--- src/rtl/core/ppre_pkg.sv ---
// shared types and constants of the planar pixel engine
// no dependencies
`timescale 1ns / 1ps

package ppre_pkg;

  localparam int MaxLineWords = 32;
  localparam int MaxLines     = 256;
  localparam int StoreDepth   = MaxLineWords * MaxLines;
  localparam int AddrW        = $clog2(StoreDepth);
  localparam int PlaneCnt     = 4;
  localparam int GroupPix     = 16;
  localparam int GroupShift   = 4;
  localparam int CalcW        = 16;

  localparam logic [5:0] LineWordsRst   = 6'd20;
  localparam logic [8:0] ImageHeightRst = 9'd200;

  typedef enum logic [1:0] {
    CMD_WRITE = 2'd0,
    CMD_READ  = 2'd1,
    CMD_FILL  = 2'd2
  } ppre_cmd_e;

  typedef enum logic [1:0] {
    REG_LINE_WORDS   = 2'd0,
    REG_IMAGE_HEIGHT = 2'd1,
    REG_CLIP_ENABLE  = 2'd2,
    REG_MASK_ENABLE  = 2'd3
  } ppre_reg_e;

  typedef enum logic [2:0] {
    ST_IDLE,
    ST_PIX_RD,
    ST_PIX_WR,
    ST_GET_RD,
    ST_GET_DATA,
    ST_FILL_INIT,
    ST_FILL_RD,
    ST_FILL_WR
  } ppre_state_e;

  typedef struct packed {
    logic [5:0] line_words;
    logic [8:0] image_height;
    logic       clip_enable;
    logic       mask_enable;
  } ppre_cfg_t;

  typedef struct packed {
    logic load;
    logic fill_init;
    logic mem_rd;
    logic mem_wr;
    logic fill_step;
    logic res_mem;
    logic res_clip;
  } ppre_ctrl_t;

  typedef struct packed {
    logic drop;
    logic fill_empty;
    logic fill_last;
  } ppre_stat_t;

endpackage

--- src/rtl/core/ppre_cfg.sv ---
// configuration register bank of the planar pixel engine
// depends on ppre_pkg
`timescale 1ns / 1ps

module ppre_cfg (
  input  logic               clk_i,
  input  logic               rst_ni,
  input  logic               cfg_valid_i,
  output logic               cfg_ready_o,
  input  logic [1:0]         cfg_index_i,
  input  logic [8:0]         cfg_data_i,
  output ppre_pkg::ppre_cfg_t cfg_o
);
  import ppre_pkg::*;

  ppre_cfg_t cfg_q, cfg_d;

  assign cfg_ready_o = 1'b1;
  assign cfg_o       = cfg_q;

  always_comb begin
    cfg_d = cfg_q;
    if (cfg_valid_i) begin
      unique case (cfg_index_i)
        REG_LINE_WORDS:   cfg_d.line_words   = cfg_data_i[5:0];
        REG_IMAGE_HEIGHT: cfg_d.image_height = cfg_data_i;
        REG_CLIP_ENABLE:  cfg_d.clip_enable  = cfg_data_i[0];
        REG_MASK_ENABLE:  cfg_d.mask_enable  = cfg_data_i[0];
        default:          cfg_d = cfg_q;
      endcase
    end
  end

  always_ff @(posedge clk_i or negedge rst_ni) begin
    if (!rst_ni) begin
      cfg_q.line_words   <= LineWordsRst;
      cfg_q.image_height <= ImageHeightRst;
      cfg_q.clip_enable  <= 1'b1;
      cfg_q.mask_enable  <= 1'b0;
    end else begin
      cfg_q <= cfg_d;
    end
  end

endmodule

--- config.mk ---
export PLATFORM = sky130hd
export DESIGN_NAME = ppre_cfg
export DESIGN_NICKNAME = d
export VERILOG_FILES = /design/src/rtl/core/ppre_pkg.sv /design/src/rtl/core/ppre_cfg.sv
export SDC_FILE = /design/constraint.sdc
export NUM_CORES = 1
export LEC_CHECK = 0
export BUFFER_PORTS_ARGS = -buffer_cell sky130_fd_sc_hd__buf_4
export CAP_MARGIN = 10
export CORE_MARGIN = 5
export CORE_UTILIZATION = 38
export DETAILED_ROUTE_END_ITERATION = 7
export GPL_TIMING_DRIVEN = 0
export HOLD_SLACK_MARGIN = 0.06
export PLACE_DENSITY = 0.73
export SETUP_SLACK_MARGIN = 0.2
export SLEW_MARGIN = 20
export SYNTH_ARGS = -nofsm -noshare
export SYNTH_HDL_FRONTEND = slang
export SYNTH_SLANG_ARGS = --single-unit
--- constraint.sdc ---
create_clock -name clk_i -period 1.95 [get_ports clk_i]
set_input_delay 0.195 -clock clk_i [delete_from_list [all_inputs] [get_ports clk_i]]
set_output_delay 0.195 -clock clk_i [all_outputs]
set_load 0.1 [all_outputs]
* Word-level counts from Yosys, hierarchy flattened *
Cells that the tools add are included.

operators by class
  $lt $le $gt $ge = 0
  add/subtract/negate cells = 0
  div/mod/pow operators = 0
  reductions and logical operators = 5
  shifts and indexed selects = 0
  bitwise logic cells = 0
  eq/ne operators = 3
  muxes and demuxes = 0
  multipliers = 0

operators with widths
  operator            count
  $reduce_and 2->1    4
  $eq 2x2->1 const B  2
  $eq 2x1->1 const B  1
  $logic_not 2->1     1

word-level totals
  memories = 0
  bits in latches = 0
  RAM bits = 0
  memory bits (read-only) = 0
  register bits = 17

* Logic depth before layout (Yosys ltp) *
  depth in word-level cells = 2
  gate-level depth with buffers = 2
  gate-level depth less buffers = 2

* Worst setup path before layout *
No wires, ideal clock.

  path kind = reg2reg
  start = register, netlist name cfg_o[0]
  end = register cfg_q (netlist bit cfg_o[0])
  setup slack = 0.690 ns
  arrival time = 1.134 ns
  library setup time = 0.126 ns
  data required time = 1.824 ns
  clock period less this slack = 1.260 ns
  buffers on the path = 0
  stages on the path, launching flop included = 2
  cells stage by stage = dfrtp_1 > mux2_2

RTL lines
  item                    line            text
  end signal: assignment  ppre_cfg.sv:41  cfg_q <= cfg_d;
  end: declaration        ppre_cfg.sv:16  ppre_cfg_t cfg_q, cfg_d;

* Worst setup path in the final report *
  start = register cfg_q (netlist bit cfg_o[1])
  end = output port cfg_o[1] in the netlist's numbering

RTL lines
  item              line            text
  end: declaration  ppre_cfg.sv:12  output ppre_pkg::ppre_cfg_t cfg_o

No word-level cell between the ends.

==> summary.md <==
| Metric | Value |
|---|---|
| Most common cell after layout, fill and taps aside | buf_4 |
| FF+latch count, synth | 17 |
| Final Slew Violations | 0 |
| Max Clock Skew | 0 ps |
| Max Root-Sink Buffers | 2 |
| Gr usage total | 0.112 |
| Critical setup path kind | flip-flop to output port |
| Reg clk slew, reported paths | 90 ps |
| Area Overhead vs Synth | 43.2% |
| First-pass GRT wire length | 2180 um |
| Crit path max-delay family | flip-flops |
| Max FFs per register | 17 |
| Io pins | 32 |
| Remaining DRCs | 0 |
| Max_cap viols | 0 |
| Core area | 1710 um^2 |
| Initial antenna violation count | 0 |
| CP max-delay cell | dfstp_2 |
| Multi-input gate area | 238 um^2 |
| Die W | 52.2 um |
| Hold path depth | 2 |
| Crit path time final | 1310 ps |
| Unrepaired setup endpoints after global routing | false |
| Register area | 433 um^2 |
| Nets | 90 |
| DRT Pass-1 Iters | 2 |
| Clock power share | 0.130 |
| Worst path depth | 1 |
| Unique masters post-synth | 9 |
| Most frequent cells in the layout | buf_4, mux2_2, dfrtp_1, dfstp_2, clkbuf_4 |
| Pint | 0.000675 W |
| Overflow after GRT | 0 |
| Hold Violations, Final | 0 |
| Post-CTS setup buffers | 0 |
| CTS Buf Count | 3 |
| Vias in the first global route | 507 |
| WP data required | 1750 ps |
| Number of routed nets with antenna violations | 0 |
| Sequential power share | 0.338 |
| Yosys warns | 0 |
| H-tree depth | 1 |
| Layout cells sized above 1 | 0.787 |
| Worst skew pair latency | 280 ps |
| Initial Utilization | 0.397 |
| Cell Pwr Density | 1430 nW/um^2 |
| CP Capture Type | output port |
| Worst min-delay path category | primary input to flip-flop |
| Hold WS | 143 ps |
| FILL cells | 145 |
| CTS sink cnt | 17 |
| Achievable Freq | 764 MHz |
| Comb pwr share | 0.531 |
| Die H | 52.2 um |
| Crit start category | flip-flop |
| Crit-path max FO | 2 |
| Mapped Area | 678 um^2 |
| Fin crit share | 0.671 |
| Total Wirelength | 1380 um |
| Arrival time at the worst endpoint | 1110 ps |
| Post-Syn Area per Cell | 17.0 um^2 |
| Outcome | finished clean |
| Port Buf Inserts | 30 |
| Initial DRC Count | 3 |
| Gate Count Post-Synth | 40 |
| Vias per inst | 4.47 |
| # resized after CTS | 0 |
| CTS tree | yes |
| Routability cong. | 0.641 |
| Psw | 0.000715 W |
| Leak | 0.449 nW |
| Row cnt | 15 |
| Max stage delay on crit path | 550 ps |
| Worst reg2reg path depth | 1 |
| WL/cell | 13.8 um |
| Switching Fraction | 0.514 |
| Pin count of the biggest net entering global routing | 18 |
| Peak VDD IR | 0.000796 V |
| Via count | 447 |
| Final setup viols | 0 |
| Clock Tree Root | clkbuf_4 |
| WP buf/inv | 1 |
| CTS Hold Bufs | 1 |
| Post-synthesis sequential area ratio | 0.638 |
| Die area | 2730 um^2 |
| Setup_tns | 0 ps |
| Synth Net Count | 54 |
| Crit-path cells | buf_4 |
| ANT cells | 0 |
-- cells by family after synthesis --
| family | Yosys count | synth area share |
|---|---|---|
| muxes | 17 | 0.282 |
| DFF | 17 | 0.638 |
| and+or+nand+nor | 4 | 0.0627 |
| buffers and inverters | 1 | 0.0111 |
| other | 1 | 0.00553 |
-- cell usage after synthesis --
cell	n	area [um^2]
buf_4	1	7.51
conb_1	1	3.75
dfrtp_1	11	275
dfstp_2	6	158
mux2_2	17	191
nand3_1	1	5.00
nand3b_1	1	7.51
nand3b_2	1	11.3
nor3b_4	1	18.8
-- stage by stage --
stage | setup WS [ps] | total power [W] | instances | area (um^2) | util
after floorplan | 690 | 0.00106 | 40 | 678 | -
after detailed placement | 737 | 0.00122 | 95 | 935 | 0.547
after global routing | 599 | 0.00144 | 100 | 971 | 0.568
after CTS | 625 | 0.00141 | 100 | 971 | 0.568
final | 641 | 0.00139 | 100 | 971 | 0.568
after global placement | 743 | 0.00121 | 95 | 935 | 0.547
-- routing by layer --
layer | up-vias | global-route usage | part of all wire
met3 | 0 | 0.0285 | 0.073
met2 | 15 | 0.199 | 0.55
li1 | 209 | - | -
met4 | 0 | 0.0638 | 0
met1 | 223 | 0.119 | 0.38
met5 | - | 0 | 0
-- final timing paths --
path | start | endpoint | slack, ps
max in group asynchronous | rst_ni | cfg_o[9] | 1390
worst min-delay path | cfg_data_i[8] | cfg_o[10] | 140
worst max register to register | cfg_o[16] | cfg_o[16] | 1180
worst min register to register | cfg_o[4] | cfg_o[4] | 510
min in group asynchronous | rst_ni | cfg_o[14] | 300
worst max-delay path | cfg_o[1] | cfg_o[1] | 640
-- power groups by stage --
| stage | logic (W) | clock network, W | registers, W |
|---|---|---|---|
| global placement | 0.000736 | 0 | 0.000473 |
| floorplan | 0.0000802 | 0 | 0.000978 |
| global route | 0.000756 | 0.000206 | 0.000480 |
| CTS | 0.000743 | 0.000195 | 0.000472 |
| detailed placement | 0.000742 | 0 | 0.000478 |
| finish | 0.000738 | 0.000181 | 0.000470 |
-- cell type report --
| class | count | area share |
|---|---|---|
| timing repair buffer | 31 | 0.242 |
| multi-input combinational | 22 | 0.245 |
| clock buffer | 4 | 0.0271 |
| sequential | 17 | 0.446 |
| buffer | 1 | 0.00773 |
| tap | 25 | 0.0322 |
Power figures use the tool's default switching activity.
