**src/rtl/core/ppre_pkg.sv**
```systemverilog
// shared types and constants of the planar pixel engine
// no dependencies
`timescale 1ns / 1ps

package ppre_pkg;

  localparam int MaxLineWords = 32;
  localparam int MaxLines     = 256;
  localparam int StoreDepth   = MaxLineWords * MaxLines;
  localparam int AddrW        = $clog2(StoreDepth);
  localparam int PlaneCnt     = 4;
  localparam int GroupPix     = 16;
  localparam int GroupShift   = 4;
  localparam int CalcW        = 16;

  localparam logic [5:0] LineWordsRst   = 6'd20;
  localparam logic [8:0] ImageHeightRst = 9'd200;

  typedef enum logic [1:0] {
    CMD_WRITE = 2'd0,
    CMD_READ  = 2'd1,
    CMD_FILL  = 2'd2
  } ppre_cmd_e;

  typedef enum logic [1:0] {
    REG_LINE_WORDS   = 2'd0,
    REG_IMAGE_HEIGHT = 2'd1,
    REG_CLIP_ENABLE  = 2'd2,
    REG_MASK_ENABLE  = 2'd3
  } ppre_reg_e;

  typedef enum logic [2:0] {
    ST_IDLE,
    ST_PIX_RD,
    ST_PIX_WR,
    ST_GET_RD,
    ST_GET_DATA,
    ST_FILL_INIT,
    ST_FILL_RD,
    ST_FILL_WR
  } ppre_state_e;

  typedef struct packed {
    logic [5:0] line_words;
    logic [8:0] image_height;
    logic       clip_enable;
    logic       mask_enable;
  } ppre_cfg_t;

  typedef struct packed {
    logic load;
    logic fill_init;
    logic mem_rd;
    logic mem_wr;
    logic fill_step;
    logic res_mem;
    logic res_clip;
  } ppre_ctrl_t;

  typedef struct packed {
    logic drop;
    logic fill_empty;
    logic fill_last;
  } ppre_stat_t;

endpackage

```
**src/rtl/core/ppre_ctrl.sv**
```systemverilog
// command sequencer of the planar pixel engine
// depends on ppre_pkg
`timescale 1ns / 1ps

module ppre_ctrl (
  input  logic                clk_i,
  input  logic                rst_ni,
  input  logic                start_i,
  input  logic [1:0]          cmd_i,
  output logic                busy_o,
  output ppre_pkg::ppre_ctrl_t ctrl_o,
  input  ppre_pkg::ppre_stat_t stat_i
);
  import ppre_pkg::*;

  ppre_state_e state_q, state_d;

  always_comb begin
    state_d = state_q;
    unique case (state_q)
      ST_IDLE: begin
        if (start_i) begin
          unique case (cmd_i)
            CMD_WRITE: state_d = ST_PIX_RD;
            CMD_READ:  state_d = ST_GET_RD;
            CMD_FILL:  state_d = ST_FILL_INIT;
            default:   state_d = ST_IDLE;
          endcase
        end
      end
      ST_PIX_RD:    state_d = stat_i.drop ? ST_IDLE : ST_PIX_WR;
      ST_PIX_WR:    state_d = ST_IDLE;
      ST_GET_RD:    state_d = stat_i.drop ? ST_IDLE : ST_GET_DATA;
      ST_GET_DATA:  state_d = ST_IDLE;
      ST_FILL_INIT: state_d = stat_i.fill_empty ? ST_IDLE : ST_FILL_RD;
      ST_FILL_RD:   state_d = ST_FILL_WR;
      ST_FILL_WR:   state_d = stat_i.fill_last ? ST_IDLE : ST_FILL_RD;
      default:      state_d = ST_IDLE;
    endcase
  end

  always_comb begin
    ctrl_o = '0;
    busy_o = 1'b1;
    unique case (state_q)
      ST_IDLE: begin
        busy_o      = 1'b0;
        ctrl_o.load = start_i;
      end
      ST_PIX_RD:    ctrl_o.mem_rd = !stat_i.drop;
      ST_PIX_WR:    ctrl_o.mem_wr = 1'b1;
      ST_GET_RD: begin
        ctrl_o.mem_rd   = !stat_i.drop;
        ctrl_o.res_clip = stat_i.drop;
      end
      ST_GET_DATA:  ctrl_o.res_mem = 1'b1;
      ST_FILL_INIT: ctrl_o.fill_init = 1'b1;
      ST_FILL_RD:   ctrl_o.mem_rd = 1'b1;
      ST_FILL_WR: begin
        ctrl_o.mem_wr    = 1'b1;
        ctrl_o.fill_step = 1'b1;
      end
      default: busy_o = 1'b1;
    endcase
  end

  always_ff @(posedge clk_i or negedge rst_ni) begin
    if (!rst_ni) begin
      state_q <= ST_IDLE;
    end else begin
      state_q <= state_d;
    end
  end

endmodule

```
**config.mk**
```make
export PLATFORM = sky130hd
export DESIGN_NAME = ppre_ctrl
export DESIGN_NICKNAME = d
export VERILOG_FILES = /design/src/rtl/core/ppre_pkg.sv /design/src/rtl/core/ppre_ctrl.sv
export SDC_FILE = /design/constraint.sdc
export NUM_CORES = 1
export LEC_CHECK = 0
export BUFFER_PORTS_ARGS = -buffer_cell sky130_fd_sc_hd__buf_2
export CAP_MARGIN = 20
export CELL_PAD_IN_SITES_DETAIL_PLACEMENT = 1
export CELL_PAD_IN_SITES_GLOBAL_PLACEMENT = 1
export CORE_AREA = 2 2 39 41
export CTS_CLUSTER_SIZE = 12
export DETAILED_ROUTE_END_ITERATION = 10
export DIE_AREA = 0 0 41 43
export PLACE_DENSITY_LB_ADDON = 0.1
export SYNTH_ARGS = -nofsm -noshare
export SYNTH_HDL_FRONTEND = slang
export SYNTH_SLANG_ARGS = --single-unit
```
**constraint.sdc**
```tcl
create_clock -name clk_i -period 1.9 [get_ports clk_i]
set_input_delay 0.19 -clock clk_i [delete_from_list [all_inputs] [get_ports clk_i]]
set_output_delay 0.19 -clock clk_i [all_outputs]
set_load 0.02 [all_outputs]
```
After elaboration in Yosys (flattened, before gate mapping)
Cells that the tools add are included.

word-level totals
  bits in registers = 3
  output and inout bits = 8
  logic and storage cells = 32

cells by class
  equality and inequality tests = 10
  mux-type cells = 15
  reductions and logical operators = 6

operators by type and width
  kind                                                             count
  3-bit case mux with 7 select lines                               1
  3-bit == test, second input constant                             4
  3-bit two-way mux                                                4
  3-bit case mux with 3 select lines                               1
  1-bit two-way mux                                                7
  3-bit by 2-bit == test with 1-bit output, second input constant  2
  2-bit OR reduction                                               3
  3-bit by 1-bit == test with 1-bit output, second input constant  1
  3-bit logical NOT                                                1
  2-bit by 1-bit == test with 1-bit output, second input constant  1
  2-bit == test, second input constant                             1
  2-bit logical NOT                                                1
  2-bit two-way mux                                                1
  2-bit inequality test, second input constant                     1
  1-bit case mux with 2 select lines                               1
  1-bit logical NOT                                                1

Logic depth before layout (Yosys ltp)
  word-level depth = 4
  gate-level depth with buffers = 4

Worst setup path before layout
Ideal clock, no wire load.

  path kind = reg-to-output
  start point = register state_q[2]
  end point = output port ctrl_o[3] in the netlist's numbering
  arrival = 1195 ps
  required time = 1710 ps
  path slack = 515 ps
  stages on the path, launching flop included = 4
  cell sequence = dfrtp_1 buf_6 or2_2 a21boi_1

RTL lines
  what                    line             text
  start, declared         ppre_ctrl.sv:16  ppre_state_e state_q, state_d;
  start signal, assigned  ppre_ctrl.sv:71  state_q <= state_d;
  end, declared           ppre_ctrl.sv:11  output ppre_pkg::ppre_ctrl_t ctrl_o,

==> results.py <==
metrics = {
    "outcome": {
        "status": "finished, final reports clean",
    },
    "die": {
        "die_w_um": 41,
        "initial_core_util_pct": 19.53,
        "core_mm2": 0.001384,
        "io_pins": 16,
        "dieArea_mm2": 0.001763,
        "num_rows": 14,
        "die_h_um": 43,
    },
    "logic_synthesis": {
        "postSynthAreaPerCell_um2": 8.718,
        "yosys.area.top_type_share_pct": 27.78,
        "synth.distinct_cells": 22,
        "ys_seq_area_share_pct": 27.78,
        "syn_area_um2": 270.3,
        "yosys_register_bits": 3,
        "synthFlopType": "dfrtp_1",
        "yosysWarnings": 0,
        "synth_edf_count": 0,
        "syn-num-nets": 39,
        "syn_inst": 31,
        "async_flop_share_pct": 100.0,
        "synth_top_area_cell": "dfrtp_1",
        "synth_area_leaders": "dfrtp_1 28%, nor4b_4 8.8%, buf_6 8.3%, nor3b_1 8.3%, nand2_1 4.2%",
        "synth_commonest_cells": "3 x dfrtp_1, 3 x nand2_1, 3 x nor3b_1",
    },
    "drt": {
        "drt-initial-drc-count": 0,
        "drt-total-wl_um": 730,
        "ant_nets": 0,
        "vias": 282,
        "wire_per_inst_um": 11.41,
        "dr.pass1.iters": 1,
        "drcViolationCount": 0,
        "vias_per_cell": 4.406,
    },
    "cells_and_area": {
        "drive_above_1_share_pct": 43.75,
        "largest_register_ffs": 3,
        "nNetsFinal": 57,
        "largest_register": "state_q",
        "fillers": 176,
        "largestRegisters": "state_q x3",
        "area_delta_synth_final_pct": 38.43,
        "diodes": 0,
        "stdcell_count": 64,
    },
    "worst_setup_path": {
        "ff2ff_path_depth": 3,
        "critPathKind": "flip-flop to primary output",
        "worst-path-max-fanout": 11,
        "timing.rr.end": "state_q[1]",
        "cp-end-kind": "primary output",
        "startpoint": "state_q[0]",
        "critPathLaunchType": "flip-flop",
        "worst_ep_required_time_ps": 1710,
        "critPathArrivalTime_ps": 1480,
        "endpoint": "ctrl_o[4]",
        "reg2reg_slack_ps": 680,
        "reg2reg_from": "state_q[1]",
    },
    "timing": {
        "worst_pin_slew_ps": 447.4,
        "rsz0062_at_grt": "no",
        "drv_slew": 0,
        "timing.final.ws_setup_ps": 226.6,
        "slew_headroom_pct": 70.17,
        "tns_ps": 0,
        "clock.fmax_mhz": 597.6,
        "hold_viol": 0,
        "finalSetupViolations": 0,
        "clock_skew_ps": 2.564,
        "fin_crit_sh_pct": 88.07,
        "post-route-min-period_ps": 1673,
    },
    "hold_path": {
        "hold_path.class": "input port to flip-flop",
    },
    "grt": {
        "grt_pass1_vias": 287,
        "grt_pass1_wl_um": 1248,
        "grt_start_max_net_pins": 15,
        "antenna_found_initial": 0,
        "grt.overflow.total": 0,
        "grtUsageTotal_pct": 10.35,
    },
    "power": {
        "p_sw_mw": 0.2113,
        "combPwrFrac_pct": 44.7,
        "leakage_nw": 0.2002,
        "total_power_mw": 0.4723,
        "irDropWorstVdd_mv": 0.5259,
        "power.internal_mw": 0.2610,
        "powerDensity_mw_per_mm2": 1263,
        "pwr-share-clk_pct": 22.9,
        "p_seq_share_pct": 32.4,
        "p_sw_share_pct": 44.74,
    },
    "clocking": {
        "cts_buffers": 3,
        "cts_root_buf": "clkbuf_4",
        "cts.hold.buffers_added": 1,
        "worstSkewPairLatency_ps": 230,
        "htree_levels": 1,
        "postCtsSetupBuffers": 0,
        "cts_num_sinks": 3,
        "cts_tree": "yes",
        "clk_pin_slew_ps": 30,
        "clockBufferDepth": 2,
        "cts_resized": 0,
    },
    "placement": {
        "gp_congestion": 0.7573,
        "hpwl_um": 534.2,
        "dpl_worst_slack_ps": 487.7,
        "io_buffer_count": 15,
        "place_inst": 59,
    },
    "run": {
        "maxCapViolCount": 0,
    },
}
critical path, stage by stage (launching register included):
cell     delay, ps
dfrtp_1        540
nor3b_1        400
a31o_2         160
buf_2          150
cells by family (layout without fill, tap and decap cells):
family	Yosys count	in the layout	share of synthesized area (%)
AND/OR/NAND/NOR	16	16	39.82
AO/OA/AOI/OAI	7	7	19.45
buffers and inverters	5	22	12.96
flip-flops	3	3	27.78
power by group through the flow:
stage	sequential, mW	clock, mW	combinational (mW)
2_1_floorplan	0.105	0	0.218
3_3_place_gp	0.149	0	0.212
3_5_place_dp	0.155	0	0.212
4_1_cts	0.153	0.114	0.215
5_1_grt	0.164	0.122	0.234
6_report	0.153	0.108	0.211
area by class of cell:
cell class	instances	area (µm²)	share of cell area, %
Inverter	2	7.507	2.007
Clock buffer	4	26.28	7.023
Sequential cell	3	75.07	20.07
Multi-Input combinational cell	23	160.2	42.81
Tap cell	16	20.02	5.351
Timing Repair Buffer	16	85.08	22.74
layout by cell type, fill, tap and decap left out, drive strengths merged, types with 2 or more instances in the layout:
master  instances
clkbuf          4
a21boi          2
dfrtp           3
nand2           3
buf            15
nor2            2
inv             2
nor3b           3
through the flow:
stage               utilization, %  hold slack, ps  area (µm²)
CTS                          27.03           255.5       374.1
floorplan                        -          -105.6       270.3
global route                 27.03           276.4       374.1
finish                       27.03           251.5       374.1
global placement             24.41          -14.08       337.8
detailed placement           24.41          -14.39       337.8
worst min-delay path by stage:
| stage | startpoint | to | cells after the start |
|---|---|---|---|
| final | start_i | state_q[0] | 3 |
| after CTS | cmd_i[0] | state_q[1] | 3 |
| after floorplan | rst_ni | state_q[0] | 0 |
| after global routing | cmd_i[0] | state_q[1] | 3 |
| after detailed placement | rst_ni | state_q[2] | 1 |
| after global placement | rst_ni | state_q[0] | 1 |
per-layer routing:
| layer | GRT usage, % | wire length (µm) | up-vias | part of all wire [%] |
|---|---|---|---|---|
| met1 | 14.52 | 340 | 131 | 47 |
| met5 | 0 | 0 | - | 0 |
| li1 | - | - | 144 | - |
| met2 | 14.37 | 353 | 7 | 48 |
| met4 | 6.000 | 0 | 0 | 0 |
| met3 | 1.571 | 36 | 0 | 4.9 |
(Power assumes the default switching activity.)
